`src/rtl/gqv_pkg.sv`:
```
// shared types, constants and arithmetic helpers for the glyph quad vertex generator
`default_nettype none
package gqv_pkg;

  localparam int ATLAS_CELLS = 16;
  localparam int CELL_BITS   = $clog2(ATLAS_CELLS);

  localparam int POS_W  = 24;
  localparam int ACC_W  = 28;
  localparam int TEX_W  = 17;
  localparam int MUL_AW = 25;
  localparam int MUL_BW = 15;
  localparam int PROD_W = MUL_AW + 1 + MUL_BW;
  localparam int CFG_W  = 25;
  localparam int IDX_W  = 3;

  localparam logic [7:0] CHAR_NEWLINE = 8'd10;
  localparam logic       KIND_START   = 1'b0;

  // configuration register indexes
  localparam logic [IDX_W-1:0] REG_CELL_W   = 3'd0;
  localparam logic [IDX_W-1:0] REG_CELL_H   = 3'd1;
  localparam logic [IDX_W-1:0] REG_SCALE    = 3'd2;
  localparam logic [IDX_W-1:0] REG_INV_W    = 3'd3;
  localparam logic [IDX_W-1:0] REG_INV_H    = 3'd4;
  localparam logic [IDX_W-1:0] REG_MARGIN_L = 3'd5;
  localparam logic [IDX_W-1:0] REG_MARGIN_R = 3'd6;

  localparam logic [8:0]  RST_CELL_W   = 9'd16;
  localparam logic [8:0]  RST_CELL_H   = 9'd16;
  localparam logic [15:0] RST_SCALE    = 16'd256;
  localparam logic [24:0] RST_INV_W    = 25'd65536;
  localparam logic [24:0] RST_INV_H    = 25'd65536;
  localparam logic [7:0]  RST_MARGIN_L = 8'd8;
  localparam logic [7:0]  RST_MARGIN_R = 8'd8;

  localparam logic [1:0] CORNER_LAST = 2'd3;

  typedef enum logic [3:0] {
    ST_IDLE,
    ST_MUL_CW,
    ST_MUL_MG,
    ST_MUL_CH,
    ST_MUL_U0,
    ST_MUL_U1,
    ST_MUL_V0,
    ST_MUL_V1,
    ST_FIN,
    ST_EMIT,
    ST_NL_MUL,
    ST_NL_ADD
  } state_t;

  typedef enum logic [2:0] {
    MS_CW,
    MS_MG,
    MS_CH,
    MS_U0,
    MS_U1,
    MS_V0,
    MS_V1
  } mul_sel_t;

  typedef enum logic [3:0] {
    USE_NONE,
    USE_XADD,
    USE_XSUB,
    USE_YADD,
    USE_U0,
    USE_U1,
    USE_V0,
    USE_V1,
    USE_NL
  } use_sel_t;

  typedef struct packed {
    logic      load;
    mul_sel_t  mul_sel;
    use_sel_t  use_sel;
    logic [1:0] corner;
    logic      quad_done;
  } gqv_cmd_t;

  typedef struct packed {
    logic is_start;
    logic is_newline;
  } gqv_sts_t;

  function automatic logic signed [POS_W-1:0] sat_pos(input logic signed [ACC_W-1:0] v);
    logic signed [ACC_W-1:0] hi;
    logic signed [ACC_W-1:0] lo;
    hi = ACC_W'(signed'(24'sh7FFFFF));
    lo = ACC_W'(signed'(24'sh800000));
    if (v > hi) begin
      sat_pos = 24'sh7FFFFF;
    end else if (v < lo) begin
      sat_pos = 24'sh800000;
    end else begin
      sat_pos = v[POS_W-1:0];
    end
  endfunction

  // floor to q1.16 and clamp into 0..1.0
  function automatic logic [TEX_W-1:0] tex_clamp(input logic signed [PROD_W-1:0] p);
    logic [PROD_W-9:0] q;
    q = p[PROD_W-1:8];
    if (p <= 0) begin
      tex_clamp = '0;
    end else if (q > (PROD_W-8)'(65536)) begin
      tex_clamp = 17'd65536;
    end else begin
      tex_clamp = q[TEX_W-1:0];
    end
  endfunction

endpackage
`default_nettype wire

```
`src/rtl/gqv_channels.sv`:
```
// request channel interfaces for input items and vertex results
`default_nettype none
interface gqv_in_if;
  logic        valid;
  logic        ready;
  logic        kind;
  logic [7:0]  char_code;
  logic signed [15:0] start_x;
  logic signed [15:0] start_y;

  modport source (output valid, kind, char_code, start_x, start_y, input ready);
  modport sink   (input valid, kind, char_code, start_x, start_y, output ready);
endinterface

interface gqv_out_if;
  logic        valid;
  logic        ready;
  logic signed [23:0] pos_x;
  logic signed [23:0] pos_y;
  logic [16:0] tex_u;
  logic [16:0] tex_v;
  logic        last_vertex;

  modport source (output valid, pos_x, pos_y, tex_u, tex_v, last_vertex, input ready);
  modport sink   (input valid, pos_x, pos_y, tex_u, tex_v, last_vertex, output ready);
endinterface
`default_nettype wire

```
`src/rtl/gqv_ctrl.sv`:
```
// sequencing state machine for the glyph quad vertex generator
`default_nettype none
module gqv_ctrl (
  input  wire logic            clk,
  input  wire logic            rst_n,
  input  wire logic            in_valid,
  output logic                 in_ready,
  output logic                 out_valid,
  input  wire logic            out_ready,
  input  wire gqv_pkg::gqv_sts_t sts_i,
  output gqv_pkg::gqv_cmd_t    cmd_o
);
  import gqv_pkg::*;

  state_t     state_r, state_nxt;
  logic [1:0] corner_r, corner_nxt;

  always_ff @(posedge clk) begin
    if (!rst_n) begin
      state_r  <= ST_IDLE;
      corner_r <= '0;
    end else begin
      state_r  <= state_nxt;
      corner_r <= corner_nxt;
    end
  end

  always_comb begin
    state_nxt       = state_r;
    corner_nxt      = corner_r;
    in_ready        = 1'b0;
    out_valid       = 1'b0;
    cmd_o.load      = 1'b0;
    cmd_o.mul_sel   = MS_CW;
    cmd_o.use_sel   = USE_NONE;
    cmd_o.corner    = corner_r;
    cmd_o.quad_done = 1'b0;
    case (state_r)
      ST_IDLE: begin
        in_ready   = 1'b1;
        cmd_o.load = in_valid;
        if (in_valid) begin
          if (sts_i.is_start) begin
            state_nxt = ST_IDLE;
          end else if (sts_i.is_newline) begin
            state_nxt = ST_NL_MUL;
          end else begin
            state_nxt = ST_MUL_CW;
          end
        end
      end
      ST_MUL_CW: begin
        cmd_o.mul_sel = MS_CW;
        state_nxt     = ST_MUL_MG;
      end
      ST_MUL_MG: begin
        cmd_o.mul_sel = MS_MG;
        cmd_o.use_sel = USE_XADD;
        state_nxt     = ST_MUL_CH;
      end
      ST_MUL_CH: begin
        cmd_o.mul_sel = MS_CH;
        cmd_o.use_sel = USE_XSUB;
        state_nxt     = ST_MUL_U0;
      end
      ST_MUL_U0: begin
        cmd_o.mul_sel = MS_U0;
        cmd_o.use_sel = USE_YADD;
        state_nxt     = ST_MUL_U1;
      end
      ST_MUL_U1: begin
        cmd_o.mul_sel = MS_U1;
        cmd_o.use_sel = USE_U0;
        state_nxt     = ST_MUL_V0;
      end
      ST_MUL_V0: begin
        cmd_o.mul_sel = MS_V0;
        cmd_o.use_sel = USE_U1;
        state_nxt     = ST_MUL_V1;
      end
      ST_MUL_V1: begin
        cmd_o.mul_sel = MS_V1;
        cmd_o.use_sel = USE_V0;
        state_nxt     = ST_FIN;
      end
      ST_FIN: begin
        cmd_o.use_sel = USE_V1;
        state_nxt     = ST_EMIT;
      end
      ST_EMIT: begin
        out_valid = 1'b1;
        if (out_ready) begin
          if (corner_r == CORNER_LAST) begin
            cmd_o.quad_done = 1'b1;
            corner_nxt      = '0;
            state_nxt       = ST_IDLE;
          end else begin
            corner_nxt = corner_r + 2'd1;
          end
        end
      end
      ST_NL_MUL: begin
        cmd_o.mul_sel = MS_CH;
        state_nxt     = ST_NL_ADD;
      end
      ST_NL_ADD: begin
        cmd_o.use_sel = USE_NL;
        state_nxt     = ST_IDLE;
      end
      default: begin
        state_nxt  = ST_IDLE;
        corner_nxt = '0;
      end
    endcase
  end

  // no new request may start while a quad is still being delivered
  a_no_overlap: assert property (@(posedge clk) disable iff (!rst_n)
    !(in_valid && in_ready && out_valid))
    else $error("input accepted while a vertex is pending");

  a_back_to_idle: assert property (@(posedge clk) disable iff (!rst_n)
    out_valid && out_ready && corner_r == CORNER_LAST |=> in_ready && !out_valid)
    else $error("controller did not return to idle after the fourth vertex");

  a_corner_rest: assert property (@(posedge clk) disable iff (!rst_n)
    state_r != ST_EMIT |-> corner_r == 2'd0)
    else $error("corner counter not cleared outside vertex delivery");

  a_newline_quiet: assert property (@(posedge clk) disable iff (!rst_n)
    in_valid && in_ready && sts_i.is_newline && !sts_i.is_start |=> ##1 !out_valid)
    else $error("newline produced a vertex");

endmodule
`default_nettype wire

```
`src/rtl/gqv_dp.sv`:
```
// config registers, pen state, shared multiplier and vertex output mux
`default_nettype none
module gqv_dp (
  input  wire logic                 clk,
  input  wire logic                 rst_n,
  input  wire logic                 cfg_we,
  input  wire logic [gqv_pkg::IDX_W-1:0] cfg_index,
  input  wire logic [gqv_pkg::CFG_W-1:0] cfg_data,
  input  wire logic                 in_kind,
  input  wire logic [7:0]           in_char_code,
  input  wire logic signed [15:0]   in_start_x,
  input  wire logic signed [15:0]   in_start_y,
  input  wire gqv_pkg::gqv_cmd_t    cmd_i,
  output gqv_pkg::gqv_sts_t         sts_o,
  output logic signed [23:0]        out_pos_x,
  output logic signed [23:0]        out_pos_y,
  output logic [16:0]               out_tex_u,
  output logic [16:0]               out_tex_v,
  output logic                      out_last_vertex
);
  import gqv_pkg::*;

  logic [8:0]  cell_w_r, cell_h_r;
  logic [15:0] scale_r;
  logic [24:0] inv_w_r, inv_h_r;
  logic [7:0]  margin_l_r, margin_r_r;

  logic signed [POS_W-1:0] pen_x_r, pen_y_r, origin_x_r;
  logic signed [ACC_W-1:0] xacc_r, xacc_nxt, yacc_r, yacc_nxt;
  logic signed [MUL_BW-1:0] u0_r, u1_r, v0_r, v1_r;
  logic signed [PROD_W-1:0] prod_r, prod_nxt;
  logic [TEX_W-1:0] tu0_r, tu1_r, tv0_r, tv1_r;

  logic [MUL_AW-1:0]        mul_a;
  logic signed [MUL_BW-1:0] mul_b;
  logic [CELL_BITS-1:0]     mx, my;
  logic [CELL_BITS:0]       mx1, my1;
  logic [8:0]               margin_sum;
  logic signed [ACC_W-1:0]  prod_acc;
  logic signed [POS_W-1:0]  x1_sat, y1_sat;
  logic                     right_side, bottom_side;

  assign sts_o.is_start   = (in_kind == KIND_START);
  assign sts_o.is_newline = (in_char_code == CHAR_NEWLINE);

  assign mx  = in_char_code[CELL_BITS-1:0];
  assign my  = in_char_code[2*CELL_BITS-1:CELL_BITS];
  assign mx1 = {1'b0, mx} + (CELL_BITS+1)'(1);
  assign my1 = {1'b0, my} + (CELL_BITS+1)'(1);
  assign margin_sum = {1'b0, margin_l_r} + {1'b0, margin_r_r};

  always_ff @(posedge clk) begin
    if (!rst_n) begin
      cell_w_r   <= RST_CELL_W;
      cell_h_r   <= RST_CELL_H;
      scale_r    <= RST_SCALE;
      inv_w_r    <= RST_INV_W;
      inv_h_r    <= RST_INV_H;
      margin_l_r <= RST_MARGIN_L;
      margin_r_r <= RST_MARGIN_R;
    end else if (cfg_we) begin
      case (cfg_index)
        REG_CELL_W:   cell_w_r   <= cfg_data[8:0];
        REG_CELL_H:   cell_h_r   <= cfg_data[8:0];
        REG_SCALE:    scale_r    <= cfg_data[15:0];
        REG_INV_W:    inv_w_r    <= cfg_data[24:0];
        REG_INV_H:    inv_h_r    <= cfg_data[24:0];
        REG_MARGIN_L: margin_l_r <= cfg_data[7:0];
        REG_MARGIN_R: margin_r_r <= cfg_data[7:0];
        default: ;
      endcase
    end
  end

  // shared multiplier operand select
  always_comb begin
    case (cmd_i.mul_sel)
      MS_CW: begin
        mul_a = MUL_AW'(scale_r);
        mul_b = MUL_BW'({1'b0, cell_w_r});
      end
      MS_MG: begin
        mul_a = MUL_AW'(scale_r);
        mul_b = MUL_BW'({1'b0, margin_sum});
      end
      MS_CH: begin
        mul_a = MUL_AW'(scale_r);
        mul_b = MUL_BW'({1'b0, cell_h_r});
      end
      MS_U0: begin
        mul_a = inv_w_r;
        mul_b = u0_r;
      end
      MS_U1: begin
        mul_a = inv_w_r;
        mul_b = u1_r;
      end
      MS_V0: begin
        mul_a = inv_h_r;
        mul_b = v0_r;
      end
      MS_V1: begin
        mul_a = inv_h_r;
        mul_b = v1_r;
      end
      default: begin
        mul_a = '0;
        mul_b = '0;
      end
    endcase
  end

  assign prod_nxt = $signed({1'b0, mul_a}) * mul_b;
  assign prod_acc = prod_r[ACC_W-1:0];

  always_comb begin
    xacc_nxt = xacc_r;
    yacc_nxt = yacc_r;
    case (cmd_i.use_sel)
      USE_XADD: xacc_nxt = ACC_W'(pen_x_r) + prod_acc;
      USE_XSUB: xacc_nxt = xacc_r - prod_acc;
      USE_YADD: yacc_nxt = ACC_W'(pen_y_r) + prod_acc;
      USE_NL:   yacc_nxt = ACC_W'(pen_y_r) + prod_acc;
      default: ;
    endcase
  end

  assign x1_sat = sat_pos(xacc_r);
  assign y1_sat = sat_pos(yacc_r);

  always_ff @(posedge clk) begin
    prod_r <= prod_nxt;
    xacc_r <= xacc_nxt;
    yacc_r <= yacc_nxt;
    if (cmd_i.load) begin
      // texel spans of the glyph cell, left and right margins trimmed
      u0_r <= MUL_BW'(mx) * MUL_BW'(cell_w_r) + MUL_BW'(margin_l_r);
      u1_r <= MUL_BW'(mx1) * MUL_BW'(cell_w_r) - MUL_BW'(margin_r_r);
      v0_r <= MUL_BW'(my) * MUL_BW'(cell_h_r);
      v1_r <= MUL_BW'(my1) * MUL_BW'(cell_h_r);
    end
    case (cmd_i.use_sel)
      USE_U0: tu0_r <= tex_clamp(prod_r);
      USE_U1: tu1_r <= tex_clamp(prod_r);
      USE_V0: tv0_r <= tex_clamp(prod_r);
      USE_V1: tv1_r <= tex_clamp(prod_r);
      default: ;
    endcase
  end

  always_ff @(posedge clk) begin
    if (!rst_n) begin
      pen_x_r    <= '0;
      pen_y_r    <= '0;
      origin_x_r <= '0;
    end else begin
      if (cmd_i.load && sts_o.is_start) begin
        origin_x_r <= {in_start_x, 8'd0};
        pen_x_r    <= {in_start_x, 8'd0};
        pen_y_r    <= {in_start_y, 8'd0};
      end else if (cmd_i.use_sel == USE_NL) begin
        pen_x_r <= origin_x_r;
        pen_y_r <= sat_pos(yacc_nxt);
      end else if (cmd_i.quad_done) begin
        pen_x_r <= x1_sat;
      end
    end
  end

  // corners go (0,0),(1,0),(1,1),(0,1)
  assign right_side  = (cmd_i.corner == 2'd1) || (cmd_i.corner == 2'd2);
  assign bottom_side = cmd_i.corner[1];

  assign out_pos_x       = right_side  ? x1_sat : pen_x_r;
  assign out_pos_y       = bottom_side ? y1_sat : pen_y_r;
  assign out_tex_u       = right_side  ? tu1_r  : tu0_r;
  assign out_tex_v       = bottom_side ? tv1_r  : tv0_r;
  assign out_last_vertex = (cmd_i.corner == CORNER_LAST);

endmodule
`default_nettype wire

```
`src/rtl/glyph_quad_vertex_generator.sv`:
```
// Glyph quad vertex generator: one item at a time through a shared multiplier.
// A character is accepted, then runs seven products on the shared 26x15 multiplier, one
// finishing step and four vertex steps, each vertex waiting on the sink; no new item is
// accepted until the last vertex has gone out. A newline adds a multiply and an add step
// to its accept, a start item is only accepted; neither emits a vertex.
// Synchronous active-low reset restores the register defaults and clears pen and origin.
`default_nettype none
module glyph_quad_vertex_generator (
  input  wire logic clk,
  input  wire logic rst_n,
  gqv_in_if.sink    in_ch,
  gqv_out_if.source out_ch,
  input  wire logic cfg_we,
  input  wire logic [gqv_pkg::IDX_W-1:0] cfg_index,
  input  wire logic [gqv_pkg::CFG_W-1:0] cfg_data
);
  import gqv_pkg::*;

  gqv_cmd_t cmd;
  gqv_sts_t sts;

  gqv_ctrl u_ctrl (
    .clk       (clk),
    .rst_n     (rst_n),
    .in_valid  (in_ch.valid),
    .in_ready  (in_ch.ready),
    .out_valid (out_ch.valid),
    .out_ready (out_ch.ready),
    .sts_i     (sts),
    .cmd_o     (cmd)
  );

  gqv_dp u_dp (
    .clk             (clk),
    .rst_n           (rst_n),
    .cfg_we          (cfg_we),
    .cfg_index       (cfg_index),
    .cfg_data        (cfg_data),
    .in_kind         (in_ch.kind),
    .in_char_code    (in_ch.char_code),
    .in_start_x      (in_ch.start_x),
    .in_start_y      (in_ch.start_y),
    .cmd_i           (cmd),
    .sts_o           (sts),
    .out_pos_x       (out_ch.pos_x),
    .out_pos_y       (out_ch.pos_y),
    .out_tex_u       (out_ch.tex_u),
    .out_tex_v       (out_ch.tex_v),
    .out_last_vertex (out_ch.last_vertex)
  );

endmodule
`default_nettype wire

```
`src/flat_wrapper.sv`:
```
// flat-port wrapper written by rule: the top's interface ports become plain ports
module glyph_quad_vertex_generator_flat import gqv_pkg::*;
  (clk, rst_n, cfg_we, cfg_index, cfg_data, in_ch_valid, in_ch_kind, in_ch_char_code, in_ch_start_x, in_ch_start_y, in_ch_ready, out_ch_valid, out_ch_pos_x, out_ch_pos_y, out_ch_tex_u, out_ch_tex_v, out_ch_last_vertex, out_ch_ready);
  gqv_in_if in_ch_i ();
  gqv_out_if out_ch_i ();
  input  wire logic clk;
  input  wire logic rst_n;
  input  wire logic cfg_we;
  input  wire logic [gqv_pkg::IDX_W-1:0] cfg_index;
  input  wire logic [gqv_pkg::CFG_W-1:0] cfg_data;
  input wire logic [$bits(in_ch_i.valid)-1:0] in_ch_valid;
  input wire logic [$bits(in_ch_i.kind)-1:0] in_ch_kind;
  input wire logic [$bits(in_ch_i.char_code)-1:0] in_ch_char_code;
  input wire logic [$bits(in_ch_i.start_x)-1:0] in_ch_start_x;
  input wire logic [$bits(in_ch_i.start_y)-1:0] in_ch_start_y;
  output wire logic [$bits(in_ch_i.ready)-1:0] in_ch_ready;
  output wire logic [$bits(out_ch_i.valid)-1:0] out_ch_valid;
  output wire logic [$bits(out_ch_i.pos_x)-1:0] out_ch_pos_x;
  output wire logic [$bits(out_ch_i.pos_y)-1:0] out_ch_pos_y;
  output wire logic [$bits(out_ch_i.tex_u)-1:0] out_ch_tex_u;
  output wire logic [$bits(out_ch_i.tex_v)-1:0] out_ch_tex_v;
  output wire logic [$bits(out_ch_i.last_vertex)-1:0] out_ch_last_vertex;
  input wire logic [$bits(out_ch_i.ready)-1:0] out_ch_ready;
  assign in_ch_i.valid = in_ch_valid;
  assign in_ch_i.kind = in_ch_kind;
  assign in_ch_i.char_code = in_ch_char_code;
  assign in_ch_i.start_x = in_ch_start_x;
  assign in_ch_i.start_y = in_ch_start_y;
  assign in_ch_ready = in_ch_i.ready;
  assign out_ch_valid = out_ch_i.valid;
  assign out_ch_pos_x = out_ch_i.pos_x;
  assign out_ch_pos_y = out_ch_i.pos_y;
  assign out_ch_tex_u = out_ch_i.tex_u;
  assign out_ch_tex_v = out_ch_i.tex_v;
  assign out_ch_last_vertex = out_ch_i.last_vertex;
  assign out_ch_i.ready = out_ch_ready;
  glyph_quad_vertex_generator u_core (.clk(clk), .rst_n(rst_n), .in_ch(in_ch_i), .out_ch(out_ch_i), .cfg_we(cfg_we), .cfg_index(cfg_index), .cfg_data(cfg_data));
endmodule
```
`config.mk`:
```
export PLATFORM = sky130hd
export DESIGN_NAME = glyph_quad_vertex_generator_flat
export DESIGN_NICKNAME = d
export VERILOG_FILES = /design/src/rtl/gqv_pkg.sv /design/src/rtl/gqv_channels.sv /design/src/rtl/gqv_ctrl.sv /design/src/rtl/gqv_dp.sv /design/src/rtl/glyph_quad_vertex_generator.sv /design/src/flat_wrapper.sv
export SDC_FILE = /design/constraint.sdc
export NUM_CORES = 2
export LEC_CHECK = 0
export ABC_AREA = 1
export BUFFER_PORTS_ARGS = -buffer_cell sky130_fd_sc_hd__buf_2
export CORE_MARGIN = 5
export CORE_UTILIZATION = 45
export CTS_BUF_LIST = sky130_fd_sc_hd__clkbuf_8
export CTS_CLUSTER_DIAMETER = 80
export DETAILED_ROUTE_END_ITERATION = 16
export PLACE_DENSITY = 0.64
export RECOVER_POWER = 50
export SKIP_LAST_GASP = 1
export SYNTH_ARGS = -nofsm -noshare
export SYNTH_HDL_FRONTEND = slang
export SYNTH_SLANG_ARGS = --single-unit
```
`constraint.sdc`:
```
create_clock -name clk -period 9.09 [get_ports clk]
set_input_delay 0.4545 -clock clk [delete_from_list [all_inputs] [get_ports clk]]
set_output_delay 0.4545 -clock clk [all_outputs]
set_load 0.1 [all_outputs]
```
==> results_dict.tcl <==
set metrics [dict create \
    cp.arrival_ns 8.88 \
    powerDensity_mw_per_mm2 117 \
    critPathRequiredTime_ns 9.69 \
    cts_made_buffers 70 \
    first_pass_iters 6 \
    period_needed_ns 8.28 \
    insertion_delay_ns 0.70 \
    drt-total-wl_um 114000 \
    die_area_sq_mm 0.0901 \
    grt_usage_pct 25.3 \
    violations "max-capacitance violations, max-slew violations" \
    ant_nets 0 \
    gr-max-usage-layer "met2" \
    period_share_pct 91.1 \
    ys_ff_latch 391 \
    gp_congestion 0.952 \
    setup_viol 0 \
    route.detailed.drc 0 \
    avgSynthCellArea_sq_um 7.75 \
    grt_util_met1_pct 34.9 \
    ys_seq_area_share_pct 24.7 \
    p_leak_uw 0.0211 \
    drt_iter0_drc 2338 \
    dpl.hpwl_um 89500 \
    yosysWarnings 0 \
    grt_pass1_vias 32400 \
    cts.sinks 391 \
    layout.nets 5810 \
    outcome "finished with violations" \
    max_stage_delay_ns 0.65 \
    initial_core_util_pct 45.3 \
    post_cts_buffers 0 \
    die_w_um 300 \
    worstRegToRegCells 29 \
    worst_path_max_delay_cell "nor2_2" \
    synth_most_common_cell "nand2_1" \
    r2r-start "u_core.u_ctrl.state_r[3]" \
    numPortBuffers 158 \
    crit_path_start "u_core.u_ctrl.state_r[3]" \
    cpLargestDelayFamily "adder cells" \
    grt_overflow_total 0 \
    via_count 32500 \
    areaGrowthSynthToFinish_pct 9.07 \
    antenna_found_initial 2 \
    worst_slew_pin_slew_ns 4.24 \
    synthArstFlopShare_pct 0 \
    grt_use_met3_pct 3.95 \
    syn_nets 5665 \
    path_buf_inv 7 \
    synth_cell_types 61 \
    fmaxAchievable_ghz 0.121 \
    criticalPathCategory "reg2reg" \
    r2r_slack_ns 0.81 \
    clkTransAtPathRegs_ns 0.06 \
    cts.path.max_buffers 3 \
    grt_use_met2_pct 40.8 \
    core_area_sq_mm 0.0836 \
    synth_edf_count 152 \
    synth_ff_type "dfxtp_1" \
    io-pin-count 159 \
    timing.rr.end "u_core.u_dp.prod_r[39]" \
    netlist.top_cell.by_area "fa_1" \
    clock_skew_ns 0.0497 \
    cts_max_level 3 \
    synthesis.area_sq_mm 0.0379 \
    cts_tree "built" \
    cp-start-kind "flip-flop" \
    post-route-util_pct 49.4 \
    report.final.slew_viol_count 325 \
    hold_viol_final 0 \
    end_kind "flip-flop" \
    cts_root_buffer "clkbuf_8" \
    grt_pass1_wl_um 180000 \
    finalSetupTns_ns 0 \
    crit_path_end "u_core.u_dp.prod_r[39]" \
    row_count 106 \
    stdcell_area_sq_mm 0.0413 \
    drive_above_1_share_pct 7.57 \
    synth_top_cells_by_area "fa_1 20%, dfxtp_1 13%, edfxtp_1 12%, nand2_1 11%, ha_1 10%" \
    min_path_type "in2reg" \
    synth.top_cell.area_share_pct 20.5 \
    grt_start_max_net_pins 103 \
    maxCapViolCount 7 \
    cp_num_cells 29 \
    synth_cells 4887 \
    avgRoutedWirePerCell_um 18.5 \
    fillers 8280 \
    dieHeight_um 300 \
    critical_path.most_common_cell "fa_1" \
    cts_resized 0 \
    crit_fanout 29 \
    placedInstanceArea_sq_mm 0.0398 \
    rsz0062_at_grt "no" \
    vdd_drop_max_uv 120 \
    yosys-top-cells-count "1,106 x nand2_1, 935 x inv_1, 485 x nor2_1, 387 x fa_1, 317 x ha_1" \
    relSlewSlack_pct -182 \
    viasPerCell 5.27 \
]
==> logic make-up (layout without fill, tap and decap cells) <==
family	count (synthesis)	count (layout)	synth area share [%]
adder cells (fa/ha/maj)	704	704	30.9
other	0	2	0
multiplexers	1	1	0.0264
AND/OR/NAND/NOR	1790	1790	18.8
flip-flops	391	391	24.7
XOR/XNOR	108	108	2.50
AO/OA/AOI/OAI	769	769	11.7
buffers and inverters	1124	1326	11.4
==> power breakdown <==
group	internal (uW)	switching, uW
Clock	893	796
Sequential	1980	115
Combinational	347	722
Total	3220	1630
==> per-stage QoR <==
stage / worst slack (ns) / total power, uW / std cells / hold slack (ns)
floorplan: 2.16 / 2860 / 4887 / 0.425
CTS: 0.853 / 4890 / 6169 / 0.00685
global route: 0.332 / 5130 / 6170 / 0.0428
finish: 0.812 / 4850 / 6171 / 0.0567
global placement: 0.937 / 3170 / 6027 / 0.437
detailed placement: 0.860 / 3180 / 6027 / 0.447
==> timing repair <==
| action | CTS | global route |
|---|---|---|
| hold buffers | 13 | 0 |
| endpoints found under the setup margin | 0 | 0 |
| endpoints found under the hold margin | 19 | 0 |
==> cell usage in the layout, fill, tap and decap left out, drive strengths merged, types with 6 or more instances in the layout <==
cell | Yosys | layout
a22oi | 10 | 10
ha | 317 | 317
o21bai | 13 | 13
o21a | 6 | 6
nor4 | 18 | 18
o22ai | 46 | 46
edfxtp | 152 | 152
a22o | 12 | 12
xnor2 | 33 | 33
buf | 54 | 201
a21o | 12 | 12
a221oi | 24 | 24
dfxtp | 239 | 239
dlygate4sd3 | 0 | 13
or2 | 25 | 25
nor3 | 23 | 23
inv | 964 | 1001
nand4 | 14 | 14
xor2 | 75 | 75
clkinv | 9 | 20
a21oi | 266 | 266
nand3 | 90 | 90
o211ai | 11 | 11
a31oi | 43 | 43
nor2 | 501 | 501
clkbuf | 97 | 88
o21ai | 303 | 303
fa | 387 | 387
nand2 | 1107 | 1107
==> final cells by class <==
| cell class | instances | area, sq um | area share (%) |
|---|---|---|---|
| clock inverter | 51 | 350 | 0.848 |
| tap | 1080 | 1350 | 3.27 |
| clock buffer | 78 | 1070 | 2.60 |
| antenna | 2 | 5.00 | 0.0121 |
| sequential | 391 | 9350 | 22.6 |
| inverter | 973 | 3650 | 8.84 |
| multi-input combinational | 3372 | 24200 | 58.7 |
| timing repair buffer | 224 | 1290 | 3.12 |
==> worst reg2reg max path, delay by kind of cell, from the launching register on <==
family | cells | cell delay (ns)
AOI/OAI and AO/OA | 3 | 0.67
xor gates and xnor gates | 1 | 0.13
adders and majority gates | 7 | 3.20
buffers and inverters | 7 | 1.37
DFF | 1 | 0.43
and+or+nand+nor | 11 | 2.41
==> metal layers <==
layer | share of wire (%) | up-vias
met5 | 0 | -
met4 | 3.5 | 0
met3 | 8.1 | 210
met2 | 45 | 1239
met1 | 43 | 15400
li1 | - | 15600
==> worst min path at each step <==
| stage | end | slack (ns) | depth (start not counted) | from |
|---|---|---|---|---|
| after detailed placement | u_core.u_dp.inv_w_r[15] | 0.45 | 2 | u_core.u_dp.inv_w_r[15] |
| after global routing | u_core.u_dp.origin_x_r[9] | 0.04 | 3 | in_ch_start_x[1] |
| after global placement | u_core.u_dp.inv_w_r[15] | 0.44 | 2 | u_core.u_dp.inv_w_r[15] |
| final | u_core.u_dp.inv_w_r[9] | 0.06 | 3 | cfg_data[9] |
| after CTS | u_core.u_dp.inv_w_r[9] | 0.007 | 3 | cfg_data[9] |
| after floorplan | u_core.u_dp.inv_w_r[15] | 0.42 | 2 | u_core.u_dp.inv_w_r[15] |
==> state kept, by name, summed over array words and instances, names as in the netlist, 16 cells and up <==
name                    cells
u_core.u_dp.xacc_r         28
u_core.u_dp.pen_y_r        24
u_core.u_dp.prod_r         41
u_core.u_dp.tv0_r          17
u_core.u_dp.inv_w_r        25
u_core.u_dp.tu1_r          17
u_core.u_dp.inv_h_r        25
u_core.u_dp.tv1_r          17
u_core.u_dp.yacc_r         28
u_core.u_dp.tu0_r          17
u_core.u_dp.pen_x_r        24
u_core.u_dp.origin_x_r     16
u_core.u_dp.scale_r        16
(Power assumes the default switching activity.)
